--- config.mk ---
export PLATFORM = sky130hd
export DESIGN_NAME = audio_channel_matrix_mixer
export DESIGN_NICKNAME = d
export VERILOG_FILES = /design/src/acmm_pkg.sv /design/src/acmm_ram.sv /design/src/acmm_mac.sv /design/src/audio_channel_matrix_mixer.sv
export SDC_FILE = /design/constraint.sdc
export NUM_CORES = 2
export LEC_CHECK = 0
export BUFFER_PORTS_ARGS = -buffer_cell sky130_fd_sc_hd__clkbuf_2
export CAP_MARGIN = 30
export CORE_MARGIN = 10
export CORE_UTILIZATION = 52
export CTS_BUF_LIST = sky130_fd_sc_hd__clkbuf_8
export DETAILED_ROUTE_END_ITERATION = 10
export PLACE_DENSITY_LB_ADDON = 0.3
export SETUP_SLACK_MARGIN = 0.3
export SYNTH_ARGS = -nofsm -noshare
export SYNTH_HDL_FRONTEND = slang
export SYNTH_HIERARCHICAL = 1
export SYNTH_SLANG_ARGS = --single-unit
--- constraint.sdc ---
create_clock -name clk -period 9.2 [get_ports clk]
set_input_delay 2.76 -clock clk [delete_from_list [all_inputs] [get_ports clk]]
set_output_delay 2.76 -clock clk [all_outputs]
set_load 0.01 [all_outputs]
--- src/acmm_pkg.sv ---
// shared constants and types of the channel matrix mixer
package acmm_pkg;

  // parameter defaults
  localparam int DEF_MAX_CHANNELS = 8;
  localparam int DEF_MAX_TERMS    = 8;
  localparam int DEF_SAMPLE_BITS  = 24;

  // fixed field widths
  localparam int OP_W      = 2;
  localparam int CHAN_W    = 3;
  localparam int SRC_W     = 3;
  localparam int LEVEL_W   = 16;
  localparam int TERMS_W   = 4;
  localparam int COUNT_W   = 4;
  localparam int MASK_W    = 8;
  localparam int CFG_ADDR_W = 2;
  localparam int CFG_DATA_W = 8;

  // level is Q2.14, rounding adds half an lsb before the shift
  localparam int LEVEL_SHIFT  = 14;
  localparam int RESULT_LIMIT = 8;

  // operation codes carried in in_tuser
  localparam logic [OP_W-1:0] OP_SAMPLE = 2'd0;
  localparam logic [OP_W-1:0] OP_TERM   = 2'd1;
  localparam logic [OP_W-1:0] OP_COUNT  = 2'd2;

  // configuration register indexes
  localparam logic [CFG_ADDR_W-1:0] REG_IN_COUNT  = 2'd0;
  localparam logic [CFG_ADDR_W-1:0] REG_OUT_COUNT = 2'd1;
  localparam logic [CFG_ADDR_W-1:0] REG_OUT_MASK  = 2'd2;

  // configuration reset values
  localparam logic [COUNT_W-1:0] RST_IN_COUNT  = 4'd2;
  localparam logic [COUNT_W-1:0] RST_OUT_COUNT = 4'd2;
  localparam logic [MASK_W-1:0]  RST_OUT_MASK  = 8'hff;

  // control from the sequencer to the multiply-accumulate unit
  typedef struct packed {
    logic clear;
    logic valid;
  } mac_ctrl_t;

endpackage

--- src/acmm_ram.sv ---
// generic simple dual-port ram with registered read
module acmm_ram #(
  parameter int WIDTH = 8,
  parameter int DEPTH = 64
) (
  input  logic                     clk,
  input  logic                     we,
  input  logic [$clog2(DEPTH)-1:0] waddr,
  input  logic [WIDTH-1:0]         wdata,
  input  logic                     re,
  input  logic [$clog2(DEPTH)-1:0] raddr,
  output logic [WIDTH-1:0]         rdata
);

  logic [WIDTH-1:0] mem_r [DEPTH];
  logic [WIDTH-1:0] rdata_r;

  // write port
  always_ff @(posedge clk) begin
    if (we) begin
      mem_r[waddr] <= wdata;
    end
  end

  // registered read port
  always_ff @(posedge clk) begin
    if (re) begin
      rdata_r <= mem_r[raddr];
    end
  end

  assign rdata = rdata_r;

endmodule

--- src/acmm_mac.sv ---
// shared multiply-accumulate unit with rounding and saturation
module acmm_mac
  import acmm_pkg::*;
#(
  parameter int SAMPLE_BITS = DEF_SAMPLE_BITS,
  parameter int MAX_TERMS   = DEF_MAX_TERMS
) (
  input  logic                          clk,
  input  logic                          rst_n,
  input  mac_ctrl_t                     ctrl_i,
  input  logic signed [SAMPLE_BITS-1:0] sample_i,
  input  logic [LEVEL_W-1:0]            level_i,
  output logic                          busy_o,
  output logic signed [SAMPLE_BITS-1:0] result_o
);

  localparam int PROD_W = SAMPLE_BITS + LEVEL_W + 1;
  localparam int ACC_W  = PROD_W + $clog2(MAX_TERMS) + 1;
  localparam int SHR_W  = ACC_W - LEVEL_SHIFT;

  logic signed [PROD_W-1:0] product_r;
  logic signed [PROD_W-1:0] product_nxt;
  logic                     mul_vld_r;
  logic signed [ACC_W-1:0]  acc_r;
  logic signed [ACC_W-1:0]  rounded;
  logic signed [SHR_W-1:0]  shifted;
  logic [SHR_W-SAMPLE_BITS:0] top_bits;

  // multiply stage, level treated as a positive signed operand
  assign product_nxt = sample_i * $signed({1'b0, level_i});

  always_ff @(posedge clk) begin
    product_r <= product_nxt;
  end

  always_ff @(posedge clk) begin
    if (!rst_n) begin
      mul_vld_r <= 1'b0;
    end else begin
      mul_vld_r <= ctrl_i.valid;
    end
  end

  // accumulate stage
  always_ff @(posedge clk) begin
    if (ctrl_i.clear) begin
      acc_r <= '0;
    end else if (mul_vld_r) begin
      acc_r <= acc_r + ACC_W'(product_r);
    end
  end

  assign busy_o = mul_vld_r;

  // round half up, floor shift, then clamp to the sample range
  assign rounded  = acc_r + ACC_W'(1 << (LEVEL_SHIFT - 1));
  assign shifted  = rounded[ACC_W-1:LEVEL_SHIFT];
  assign top_bits = shifted[SHR_W-1:SAMPLE_BITS-1];

  always_comb begin
    if ((&top_bits) || !(|top_bits)) begin
      result_o = shifted[SAMPLE_BITS-1:0];
    end else if (shifted[SHR_W-1]) begin
      result_o = {1'b1, {(SAMPLE_BITS-1){1'b0}}};
    end else begin
      result_o = {1'b0, {(SAMPLE_BITS-1){1'b1}}};
    end
  end

endmodule

--- src/audio_channel_matrix_mixer.sv ---
// channel matrix mixer top level: frame store, term tables and output sequencer
//
// Interleaved samples arrive one channel per transaction (in_tuser = sample op)
// and fill a frame store; load transactions write the per-output term table
// (source channel, unsigned Q2.14 level) and each output's term count. The
// sample that closes a frame starts the sequencer, which produces one result
// per output channel, in order, with out_tlast on the final one. A disabled
// output or one with no terms gives zero, a single-term output copies its
// source unchanged, any other output gives the rounded, saturated sum of
// source times level. Load items and samples that do not close a frame are
// accepted without a stall. A closing sample keeps in_tready low while the
// outputs are worked out: the term table is read one term a cycle through the
// single ram port into the one shared multiply-accumulate unit, then the
// pipeline drains and the result is handed off; a disabled or empty output
// skips the reads, and out_tready can hold back a result. The last result may
// still wait in the output register while the next transactions are accepted.
module audio_channel_matrix_mixer
  import acmm_pkg::*;
#(
  parameter int MAX_CHANNELS = DEF_MAX_CHANNELS,
  parameter int MAX_TERMS    = DEF_MAX_TERMS,
  parameter int SAMPLE_BITS  = DEF_SAMPLE_BITS
) (
  input  logic                                       clk,
  input  logic                                       rst_n,
  // input stream
  input  logic                                       in_tvalid,
  output logic                                       in_tready,
  // sample_in, target_output, term_slot, source_channel, mix_level, terms_in_use
  input  logic [((SAMPLE_BITS + 29 + 7) / 8) * 8 - 1:0] in_tdata,
  // operation
  input  logic [OP_W-1:0]                            in_tuser,
  // result stream
  output logic                                       out_tvalid,
  input  logic                                       out_tready,
  // output_channel, sample_out
  output logic [((SAMPLE_BITS + 3 + 7) / 8) * 8 - 1:0]  out_tdata,
  output logic                                       out_tlast,
  // configuration write port
  input  logic                                       cfg_we,
  input  logic [CFG_ADDR_W-1:0]                      cfg_addr,
  input  logic [CFG_DATA_W-1:0]                      cfg_wdata
);

  localparam int OUT_DATA_W = ((SAMPLE_BITS + 3 + 7) / 8) * 8;
  localparam int CH_W       = $clog2(MAX_CHANNELS);
  localparam int CNT_W      = $clog2(MAX_TERMS + 1);
  localparam int DEPTH      = MAX_CHANNELS * MAX_TERMS;
  localparam int ADDR_W     = $clog2(DEPTH);
  localparam int TERM_W     = SRC_W + LEVEL_W;
  localparam int OUT_LIMIT  = (MAX_CHANNELS < RESULT_LIMIT) ? MAX_CHANNELS : RESULT_LIMIT;

  // in_tdata field offsets
  localparam int OFS_TGT   = SAMPLE_BITS;
  localparam int OFS_SLOT  = OFS_TGT + CHAN_W;
  localparam int OFS_SRC   = OFS_SLOT + CHAN_W;
  localparam int OFS_LVL   = OFS_SRC + SRC_W;
  localparam int OFS_TERMS = OFS_LVL + LEVEL_W;

  // sequencer states
  localparam logic [2:0] ST_IDLE  = 3'd0;
  localparam logic [2:0] ST_START = 3'd1;
  localparam logic [2:0] ST_ISSUE = 3'd2;
  localparam logic [2:0] ST_DRAIN = 3'd3;
  localparam logic [2:0] ST_EMIT  = 3'd4;

  // configuration
  logic [COUNT_W-1:0] in_cnt_r;
  logic [COUNT_W-1:0] out_cnt_r;
  logic [MASK_W-1:0]  en_mask_r;

  // frame store and term counts
  logic signed [SAMPLE_BITS-1:0] fs_r [MAX_CHANNELS];
  logic [CNT_W-1:0]              cnt_r [MAX_CHANNELS];

  // sequencer
  logic [2:0]        state_r, state_nxt;
  logic [CHAN_W-1:0] oidx_r, oidx_nxt;
  logic [CNT_W-1:0]  tidx_r, tidx_nxt;
  logic [CH_W-1:0]   pos_r, pos_nxt;
  logic              rd_vld_r, rd_vld_nxt;
  logic signed [SAMPLE_BITS-1:0] copy_r;

  // output register
  logic                          out_valid_r;
  logic [CHAN_W-1:0]             out_chan_r;
  logic signed [SAMPLE_BITS-1:0] out_sample_r;
  logic                          out_last_r;
  logic                          out_load;

  // input fields
  logic [OP_W-1:0]               in_op;
  logic signed [SAMPLE_BITS-1:0] in_sample;
  logic [CHAN_W-1:0]             in_target;
  logic [CHAN_W-1:0]             in_slot;
  logic [SRC_W-1:0]              in_src;
  logic [LEVEL_W-1:0]            in_level;
  logic [TERMS_W-1:0]            in_terms;
  logic                          in_acc;

  // derived control
  logic [4:0]         nin_eff;
  logic [COUNT_W-1:0] nout_eff;
  logic               frame_done;
  logic               is_last;
  logic [CH_W-1:0]    o_ch;
  logic [CNT_W-1:0]   cur_cnt;
  logic               cur_en;
  logic               skip_out;
  logic signed [SAMPLE_BITS-1:0] res_sample;

  // term table ram
  logic              tbl_we;
  logic [ADDR_W-1:0] tbl_waddr;
  logic [ADDR_W-1:0] tbl_raddr;
  logic              tbl_re;
  logic [TERM_W-1:0] tbl_rdata;
  logic [SRC_W-1:0]  rd_src;
  logic [LEVEL_W-1:0] rd_level;
  logic signed [SAMPLE_BITS-1:0] src_sample;
  logic              cnt_we;
  logic [CNT_W-1:0]  cnt_wval;

  // mac unit
  mac_ctrl_t                     mac_ctrl;
  logic                          mac_busy;
  logic signed [SAMPLE_BITS-1:0] mac_result;

  // unpack input transaction
  assign in_op     = in_tuser;
  assign in_sample = in_tdata[SAMPLE_BITS-1:0];
  assign in_target = in_tdata[OFS_SLOT-1:OFS_TGT];
  assign in_slot   = in_tdata[OFS_SRC-1:OFS_SLOT];
  assign in_src    = in_tdata[OFS_LVL-1:OFS_SRC];
  assign in_level  = in_tdata[OFS_TERMS-1:OFS_LVL];
  assign in_terms  = in_tdata[OFS_TERMS+TERMS_W-1:OFS_TERMS];

  assign in_tready = (state_r == ST_IDLE);
  assign in_acc    = in_tvalid && in_tready;

  // configuration writes
  always_ff @(posedge clk) begin
    if (!rst_n) begin
      in_cnt_r  <= RST_IN_COUNT;
      out_cnt_r <= RST_OUT_COUNT;
      en_mask_r <= RST_OUT_MASK;
    end else if (cfg_we) begin
      unique case (cfg_addr)
        REG_IN_COUNT:  in_cnt_r  <= cfg_wdata[COUNT_W-1:0];
        REG_OUT_COUNT: out_cnt_r <= cfg_wdata[COUNT_W-1:0];
        REG_OUT_MASK:  en_mask_r <= cfg_wdata[MASK_W-1:0];
        default: ;
      endcase
    end
  end

  // effective channel counts
  always_comb begin
    if (in_cnt_r == '0) begin
      nin_eff = 5'd1;
    end else if (int'(in_cnt_r) > MAX_CHANNELS) begin
      nin_eff = 5'(MAX_CHANNELS);
    end else begin
      nin_eff = 5'(in_cnt_r);
    end
    if (out_cnt_r == '0) begin
      nout_eff = COUNT_W'(1);
    end else if (int'(out_cnt_r) > OUT_LIMIT) begin
      nout_eff = COUNT_W'(OUT_LIMIT);
    end else begin
      nout_eff = out_cnt_r;
    end
  end

  assign frame_done = (5'(pos_r) + 5'd1) >= nin_eff;
  assign is_last    = (COUNT_W'(oidx_r) + COUNT_W'(1)) == nout_eff;

  // current output's settings
  assign o_ch     = CH_W'(oidx_r);
  assign cur_cnt  = cnt_r[o_ch];
  assign cur_en   = en_mask_r[oidx_r];
  assign skip_out = !cur_en || (cur_cnt == '0);

  // load transactions into the term tables
  assign tbl_we    = in_acc && (in_op == OP_TERM) && (int'(in_target) < MAX_CHANNELS)
                     && (int'(in_slot) < MAX_TERMS);
  assign tbl_waddr = ADDR_W'(int'(in_target) * MAX_TERMS + int'(in_slot));
  assign cnt_we    = in_acc && (in_op == OP_COUNT) && (int'(in_target) < MAX_CHANNELS);
  assign cnt_wval  = (int'(in_terms) > MAX_TERMS) ? CNT_W'(MAX_TERMS) : CNT_W'(in_terms);

  always_ff @(posedge clk) begin
    if (!rst_n) begin
      for (int i = 0; i < MAX_CHANNELS; i++) begin
        cnt_r[i] <= '0;
      end
    end else if (cnt_we) begin
      cnt_r[CH_W'(in_target)] <= cnt_wval;
    end
  end

  // frame store write at the running channel position
  always_ff @(posedge clk) begin
    if (in_acc && (in_op == OP_SAMPLE)) begin
      fs_r[pos_r] <= in_sample;
    end
  end

  // term table read port
  assign tbl_raddr = ADDR_W'(int'(oidx_r) * MAX_TERMS + int'(tidx_r));

  acmm_ram #(
    .WIDTH (TERM_W),
    .DEPTH (DEPTH)
  ) u_term_ram (
    .clk   (clk),
    .we    (tbl_we),
    .waddr (tbl_waddr),
    .wdata ({in_level, in_src}),
    .re    (tbl_re),
    .raddr (tbl_raddr),
    .rdata (tbl_rdata)
  );

  assign rd_src   = tbl_rdata[SRC_W-1:0];
  assign rd_level = tbl_rdata[TERM_W-1:SRC_W];

  // source lookup, positions beyond the store read zero
  always_comb begin
    if (int'(rd_src) >= MAX_CHANNELS) begin
      src_sample = '0;
    end else begin
      src_sample = fs_r[CH_W'(rd_src)];
    end
  end

  // single-term outputs copy the source as is
  always_ff @(posedge clk) begin
    if (rd_vld_r) begin
      copy_r <= src_sample;
    end
  end

  acmm_mac #(
    .SAMPLE_BITS (SAMPLE_BITS),
    .MAX_TERMS   (MAX_TERMS)
  ) u_mac (
    .clk      (clk),
    .rst_n    (rst_n),
    .ctrl_i   (mac_ctrl),
    .sample_i (src_sample),
    .level_i  (rd_level),
    .busy_o   (mac_busy),
    .result_o (mac_result)
  );

  // result select for the current output
  always_comb begin
    if (skip_out) begin
      res_sample = '0;
    end else if (cur_cnt == CNT_W'(1)) begin
      res_sample = copy_r;
    end else begin
      res_sample = mac_result;
    end
  end

  // output sequencer
  always_comb begin
    state_nxt      = state_r;
    oidx_nxt       = oidx_r;
    tidx_nxt       = tidx_r;
    pos_nxt        = pos_r;
    rd_vld_nxt     = 1'b0;
    tbl_re         = 1'b0;
    out_load       = 1'b0;
    mac_ctrl.clear = 1'b0;
    mac_ctrl.valid = rd_vld_r;
    unique case (state_r)
      ST_IDLE: begin
        if (in_acc && (in_op == OP_SAMPLE)) begin
          if (frame_done) begin
            pos_nxt   = '0;
            oidx_nxt  = '0;
            state_nxt = ST_START;
          end else begin
            pos_nxt = pos_r + CH_W'(1);
          end
        end
      end
      ST_START: begin
        mac_ctrl.clear = 1'b1;
        tidx_nxt       = '0;
        state_nxt      = skip_out ? ST_EMIT : ST_ISSUE;
      end
      ST_ISSUE: begin
        tbl_re     = 1'b1;
        rd_vld_nxt = 1'b1;
        tidx_nxt   = tidx_r + CNT_W'(1);
        if (tidx_r == cur_cnt - CNT_W'(1)) begin
          state_nxt = ST_DRAIN;
        end
      end
      ST_DRAIN: begin
        if (!rd_vld_r && !mac_busy) begin
          state_nxt = ST_EMIT;
        end
      end
      ST_EMIT: begin
        if (!out_valid_r || out_tready) begin
          out_load = 1'b1;
          if (is_last) begin
            state_nxt = ST_IDLE;
          end else begin
            oidx_nxt  = oidx_r + CHAN_W'(1);
            state_nxt = ST_START;
          end
        end
      end
      default: state_nxt = ST_IDLE;
    endcase
  end

  always_ff @(posedge clk) begin
    if (!rst_n) begin
      state_r  <= ST_IDLE;
      oidx_r   <= '0;
      tidx_r   <= '0;
      pos_r    <= '0;
      rd_vld_r <= 1'b0;
    end else begin
      state_r  <= state_nxt;
      oidx_r   <= oidx_nxt;
      tidx_r   <= tidx_nxt;
      pos_r    <= pos_nxt;
      rd_vld_r <= rd_vld_nxt;
    end
  end

  // output register
  always_ff @(posedge clk) begin
    if (!rst_n) begin
      out_valid_r <= 1'b0;
    end else if (out_load) begin
      out_valid_r <= 1'b1;
    end else if (out_tready) begin
      out_valid_r <= 1'b0;
    end
  end

  always_ff @(posedge clk) begin
    if (out_load) begin
      out_chan_r   <= oidx_r;
      out_sample_r <= res_sample;
      out_last_r   <= is_last;
    end
  end

  assign out_tvalid = out_valid_r;
  assign out_tdata  = OUT_DATA_W'({out_sample_r, out_chan_r});
  assign out_tlast  = out_last_r;

endmodule

**After elaboration in Yosys (flattened, before gate mapping)**

Memories as Yosys holds them, arrays and structs flattened. A register that Yosys moved wholly into a read port is not among the register bits.
Cells that the tools add are included.

- Reductions and logical operators: 31
- Mux-type cells: 44
- Add/sub/neg operators: 10
- Multipliers: 1
- Eq/ne operators: 17
- $lt $le $gt $ge: 5

Operator list:

| kind | number |
|---|---|
| $mux W24 | 3 |
| $add A45 B15 Y45 const B | 1 |
| $add A45 B41 Y45 | 1 |
| $mux W3 | 14 |
| $mul A24 B17 Y41 | 1 |
| $mux W4 | 6 |
| $mux W1 | 17 |
| $pmux W3 S5 | 1 |
| $gt A4 B4 Y1 const B | 3 |
| $logic_not A4 Y1 | 3 |
| $reduce_and A5 Y1 | 2 |
| $add A3 B1 Y4 const B | 2 |
| $eq A4 B4 Y1 | 2 |
| $ne A2 B2 Y1 const B | 4 |
| $pmux W4 S2 | 1 |
| $reduce_and A2 Y1 | 4 |
| $reduce_and A8 Y1 | 1 |
| $reduce_or A8 Y1 | 1 |
| $add A3 B1 Y3 const B | 2 |
| $add A6 B3 Y6 | 1 |
| $add A6 B4 Y6 | 1 |
| $eq A3 B2 Y1 const B | 2 |
| $pmux W3 S2 | 1 |
| $reduce_bool A2 Y1 | 3 |
| 17 further kinds | 31 |

- Memories: 3
- Register bits: 170
- Bits in writable memories: 1440

Memory list:

| memory | depth | bits a word | read ports | clocked after Yosys merged registers in | wr ports | RTL line | text |
|---|---|---|---|---|---|---|---|
| u_term_ram.mem_r | 64 | 19 | 1 | 1 | 1 | acmm_ram.sv:15 | `logic [WIDTH-1:0] mem_r [DEPTH];` |
| fs_r | 8 | 24 | 1 | 0 | 1 | audio_channel_matrix_mixer.sv:73 | `logic signed [SAMPLE_BITS-1:0] fs_r [MAX_CHANNELS];` |
| cnt_r | 8 | 4 | 1 | 1 | 8 | audio_channel_matrix_mixer.sv:74 | `logic [CNT_W-1:0] cnt_r [MAX_CHANNELS];` |

**Depth between registers and ports, before layout**

- Word-level depth: 9
- Gate-level depth with buffers: 28

**By module**

The synthesis kept the hierarchy.

Modules (own cells, without submodules):

| module | sequential area each (µm²) | cells an instance | area an instance (µm²) | times used |
|---|---|---|---|---|
| acmm_ram | 37085.6 | 2113 | 47304.1 | 1 |
| acmm_mac | 1741.7 | 2308 | 19795.2 | 1 |
| audio_channel_matrix_mixer | 8968.6 | 732 | 12542.0 | 1 |

**Worst setup path after synthesis**

OpenSTA, ideal clock, no wires.

- Kind: flip-flop to flip-flop
- Start: register u_term_ram.rdata_r[0], in the netlist u_term_ram/rdata[0] (read register of u_term_ram.mem_r)
- End: register u_mac.product_r[33]
- Required time: 9075 ps
- Buffers on the path: 3
- Path slack: 1678 ps
- Arrival: 7398 ps
- Cell stages (with the launch flop): 27
- Path through: edfxtp_1 -> buf_2 -> buf_2 -> mux4_2 -> mux2_2 -> clkbuf_1 -> and2_1 -> fa_1 -> inv_1 -> fa_1 -> inv_1 -> fa_1 -> fa_1 -> fa_1 -> inv_1 -> fa_1 -> inv_1 -> ha_1 -> a21oi_1 -> o21ai_1 -> a311o_1 -> a311o_1 -> a21oi_2 -> o21ai_1 -> a221o_1 -> a21oi_1 -> xnor2_1

- Cells in the longest elaborated chain, start to end: 2

Ends and longest elaborated chain:

| element | RTL line | text |
|---|---|---|
| from (decl) | acmm_ram.sv:16 | `logic [WIDTH-1:0] rdata_r;` |
| $mem_v2 Z8 W24 | n/a |  |
| named net src_sample[3] | audio_channel_matrix_mixer.sv:120 | `logic signed [SAMPLE_BITS-1:0] src_sample;` |
| $mul A24 B17 Y41 | acmm_mac.sv:30 | `assign product_nxt = sample_i * $signed({1'b0, level_i});` |
| named net u_mac.product_nxt[33] | acmm_mac.sv:22 | `logic signed [PROD_W-1:0] product_nxt;` |
| to (signal assigned) | acmm_mac.sv:33 | `product_r <= product_nxt;` |
| to (decl) | acmm_mac.sv:21 | `logic signed [PROD_W-1:0] product_r;` |

The timed path passes the listed nets, and every way through them passes these cells.
A chain may end at the register's enable or synchronous reset.

**Worst setup path after layout**

- Start: register u_term_ram.rdata_r[0], in the netlist u_term_ram/rdata[0] (read register of u_term_ram.mem_r)
- End: register u_mac.product_r[40]

Same word-level chain as after synthesis.

==> key figures <==
Run status
  • Status: completed

Yosys
  • Synth Area in Simple Gates: 6.270%
  • Register area share after synthesis: 60.01%
  • Top_reg_cell synth: edfxtp_1
  • Post-synthesis mux area share: 12.34%
  • Yosys warning count: 6
  • Cell count after synthesis: 5153
  • Dominant cell type by area after synthesis: edfxtp_1
  • Post-synthesis xor/xnor area fraction: 1.075%
  • Top post-synthesis cells by area: edfxtp_1 57%, fa_1 9.5%, mux4_2 9.2%
  • Top cell type's share of synthesized area: 56.97%
  • Adder-Cell Fraction of Synth Area: 11.98%
  • Mapped Area: 0.07964 sq mm
  • Commonest cells in the netlist: 1511 x edfxtp_1, 497 x inv_1, 378 x fa_1
  • Most frequent cell after synthesis: edfxtp_1
  • Largest family of logic cells by synthesized area: multiplexers
  • Distinct cells, synth: 100
  • Syn avg cell area: 15.46 sq um
  • Synth Area in Compound Gates: 4.415%
  • Post-synth EDFFs: 1511
  • Number of synthesized register bits: 1632
  • Async SR Flop Fraction: 0%

Critical path
  • Setup crit start kind: flop
  • Crit Path Max Fanout: 48
  • CP arrival: 8.95 ns
  • Critical path class: reg2reg
  • Endpoint type of the worst setup path: flop
  • R2r endpoint: u_mac/product_r[40]
  • Reg-to-Reg Start: u_term_ram/rdata[0]
  • Worst-case reg-to-reg path depth: 24
  • Critical path required time: 9.98 ns
  • Worst reg2reg setup slack: 1.03 ns

Global routing
  • Busiest grt layer: met2
  • Total global routing overflow: 0
  • Met2 usage: 37.86%
  • M3 GR Usage: 3.335%
  • M1 GR Usage: 28.38%
  • First-pass GRT wire length: 283.3 mm
  • GR Util All Layers: 21.96%
  • Vias in the first global route: 46300
  • Initial antenna violation count: 12
  • Largest net degree at the start of global routing: 94

Floorplanning
  • Die Ht: 411.4 microns
  • Width of the die: 411.4 microns
  • IO Pins: 108
  • DIE AREA: 0.1692 sq mm
  • Core ar.: 0.1521 sq mm
  • Initial Util: 52.37%
  • # rows: 143

Placed design
  • Port bufs: 99
  • Placed cell areas: 0.08271 sq mm
  • Final Wtd Congestion: 0.8542
  • Detail Placement HPWL: 117.8 mm

Clock network
  • H-tree levels: 5
  • Clock latency on the worst-skew pair: 0.99 ns
  • Clk sinks: 1632
  • CTS Buf Count: 281
  • Hold_buf cts: 0
  • Clock root buffer: clkbuf_8
  • Post-CTS Setup Inserts: 0
  • Post-cts resize count: 0
  • Clk buf depth: 4
  • Worst-path clk slew: 0.06 ns
  • CTS tree: yes

Hold path
  • Hold Path Depth: 2
  • Class of the worst hold path: reg2reg
  • Worst Hold Path EP: en_mask_r[1]
  • Hold Startpoint: en_mask_r[1]

Cells and area
  • Fin nets: 6020
  • Post-route cell area: 0.08763 sq mm
  • Area Growth Syn to Fin: 10.03%
  • Share of layout cells above drive strength 1: 18.61%

Detailed routing
  • Via density: 5.829
  • DR pass1 iterations: 6
  • DR vias: 44480
  • DR iter-0 viols: 4115
  • Routed len/inst: 24.31 microns
  • Antenna Violating Nets Remaining: 0
  • # DRC: 0
  • Final wirelength: 185.5 mm

Timing
  • Max Clk Rate: 122.4 MHz
  • Least-Margin Pin Slew: 1.055 ns
  • Final number of setup-violating endpoints: 0
  • Max-slew violations: 0
  • RSZ-0062 raised after global routing: false
  • Max_slew headroom: 29.66%
  • Fin crit share: 88.83%
  • Fin crit period: 8.172 ns
  • Final hold vios: 0
  • Setup TNS: 0 ns
  • Skew final: 0.1002 ns

Flow run
  • Max-cap violations: 0

Pwr
  • Pwr Density: 234.9 mW/mm^2
  • Worst vdd ir: 239.6 uV
  • Leak: 31.34 nW
==> cell families after synthesis <==
logic type,after synthesis
AOI/OAI and AO/OA,527
xor gates and xnor gates,96
adders and majority gates,536
buffers and inverters,747
DFF,1632
muxes,570
other,1
and+or+nand+nor,1044
==> report_power, final <==
group,internal (W),switching (W)
clock,0.00302,0.00279
combinational,0.00256,0.00365
sequential,0.00840,0.000173
==> through the flow <==
| step | hold WS (ns) | setup slack, ns | instances | power [W] | util [%] |
|---|---|---|---|---|---|
| finish | 0.4752 | 1.028 | 7630 | 0.02058 | 57.62 |
| global route | 0.4791 | 0.6761 | 7630 | 0.02192 | 57.62 |
| CTS | 0.4746 | 1.078 | 7625 | 0.02072 | 57.56 |
| detailed placement | 0.4590 | 1.148 | 7155 | 0.01491 | 54.38 |
| global placement | 0.4447 | 1.133 | 7152 | 0.01483 | 54.35 |
| floorplan | 0.4029 | 1.678 | 5157 | 0.01342 | - |
==> flip-flops by register name, summed over array words and instances, names as in the netlist, 4 cells and up, named ones only <==
register          count
u_term_ram/mem_r   1216
fs_r                192
u_mac/acc_r          45
u_mac/product_r      41
cnt_r                32
copy_r               24
out_sample_r         24
u_term_ram/rdata     19
en_mask_r             8
in_cnt_r              4
out_cnt_r             4
tidx_r                4
==> layer usage <==
metal	share of wire [%]	routed length, microns
met5	0.032	59
met4	3.2	5899
met3	6.2	11470
met2	51	95430
met1	39	72650
==> worst max-delay path: stages (launching register included) <==
cell and delay [ns]:
edfxtp_1 0.37, buf_12 0.33, mux4_2 0.56, mux2_2 0.48, and2_1 0.27, fa_1 0.54
inv_1 0.06, fa_1 0.50, fa_1 0.52, inv_1 0.07, fa_1 0.47, fa_1 0.55
inv_1 0.06, fa_1 0.52, inv_1 0.04, ha_1 0.38, and3_1 0.24, nand2_1 0.09
nor4_1 0.22, o31ai_1 0.23, a211oi_1 0.56, o21ai_0 0.27, a21oi_1 0.32, mux2i_1 0.22
nand4_1 0.09
==> how the worst max path moves through the flow <==
| stage | start | end | depth (start not counted) |
|---|---|---|---|
| floorplan | u_term_ram/rdata[0] | u_mac/product_r[33] | 26 |
| global placement | u_term_ram/rdata[0] | u_mac/product_r[40] | 24 |
| detailed placement | u_term_ram/rdata[0] | u_mac/product_r[40] | 24 |
| CTS | u_term_ram/rdata[0] | u_mac/product_r[40] | 24 |
| global route | u_term_ram/rdata[0] | u_mac/product_r[40] | 24 |
| finish | u_term_ram/rdata[0] | u_mac/product_r[40] | 24 |
==> layout by cell type (no fill, tap or decap), types with 117 or more instances in the layout <==
| cell | n |
|---|---|
| a21oi_1 | 129 |
| and2_1 | 163 |
| clkbuf_8 | 291 |
| dfxtp_1 | 117 |
| edfxtp_1 | 1511 |
| fa_1 | 378 |
| ha_1 | 157 |
| inv_1 | 588 |
| mux2i_1 | 196 |
| mux4_2 | 324 |
| nand2_1 | 361 |
| nor2_1 | 186 |
==> area by class of cell <==
cell class	count	area [sq um]
fillers	11780	64460
flip-flops and latches	1632	47810
multi-input cells	2778	29000
clock buffers	291	4005
well taps	2030	2540
inverters	498	1869
repair buffers	220	1559
clock inverters	179	835.8
diodes	2	5.005
Note: power is estimated with default switching activity, not from simulation.
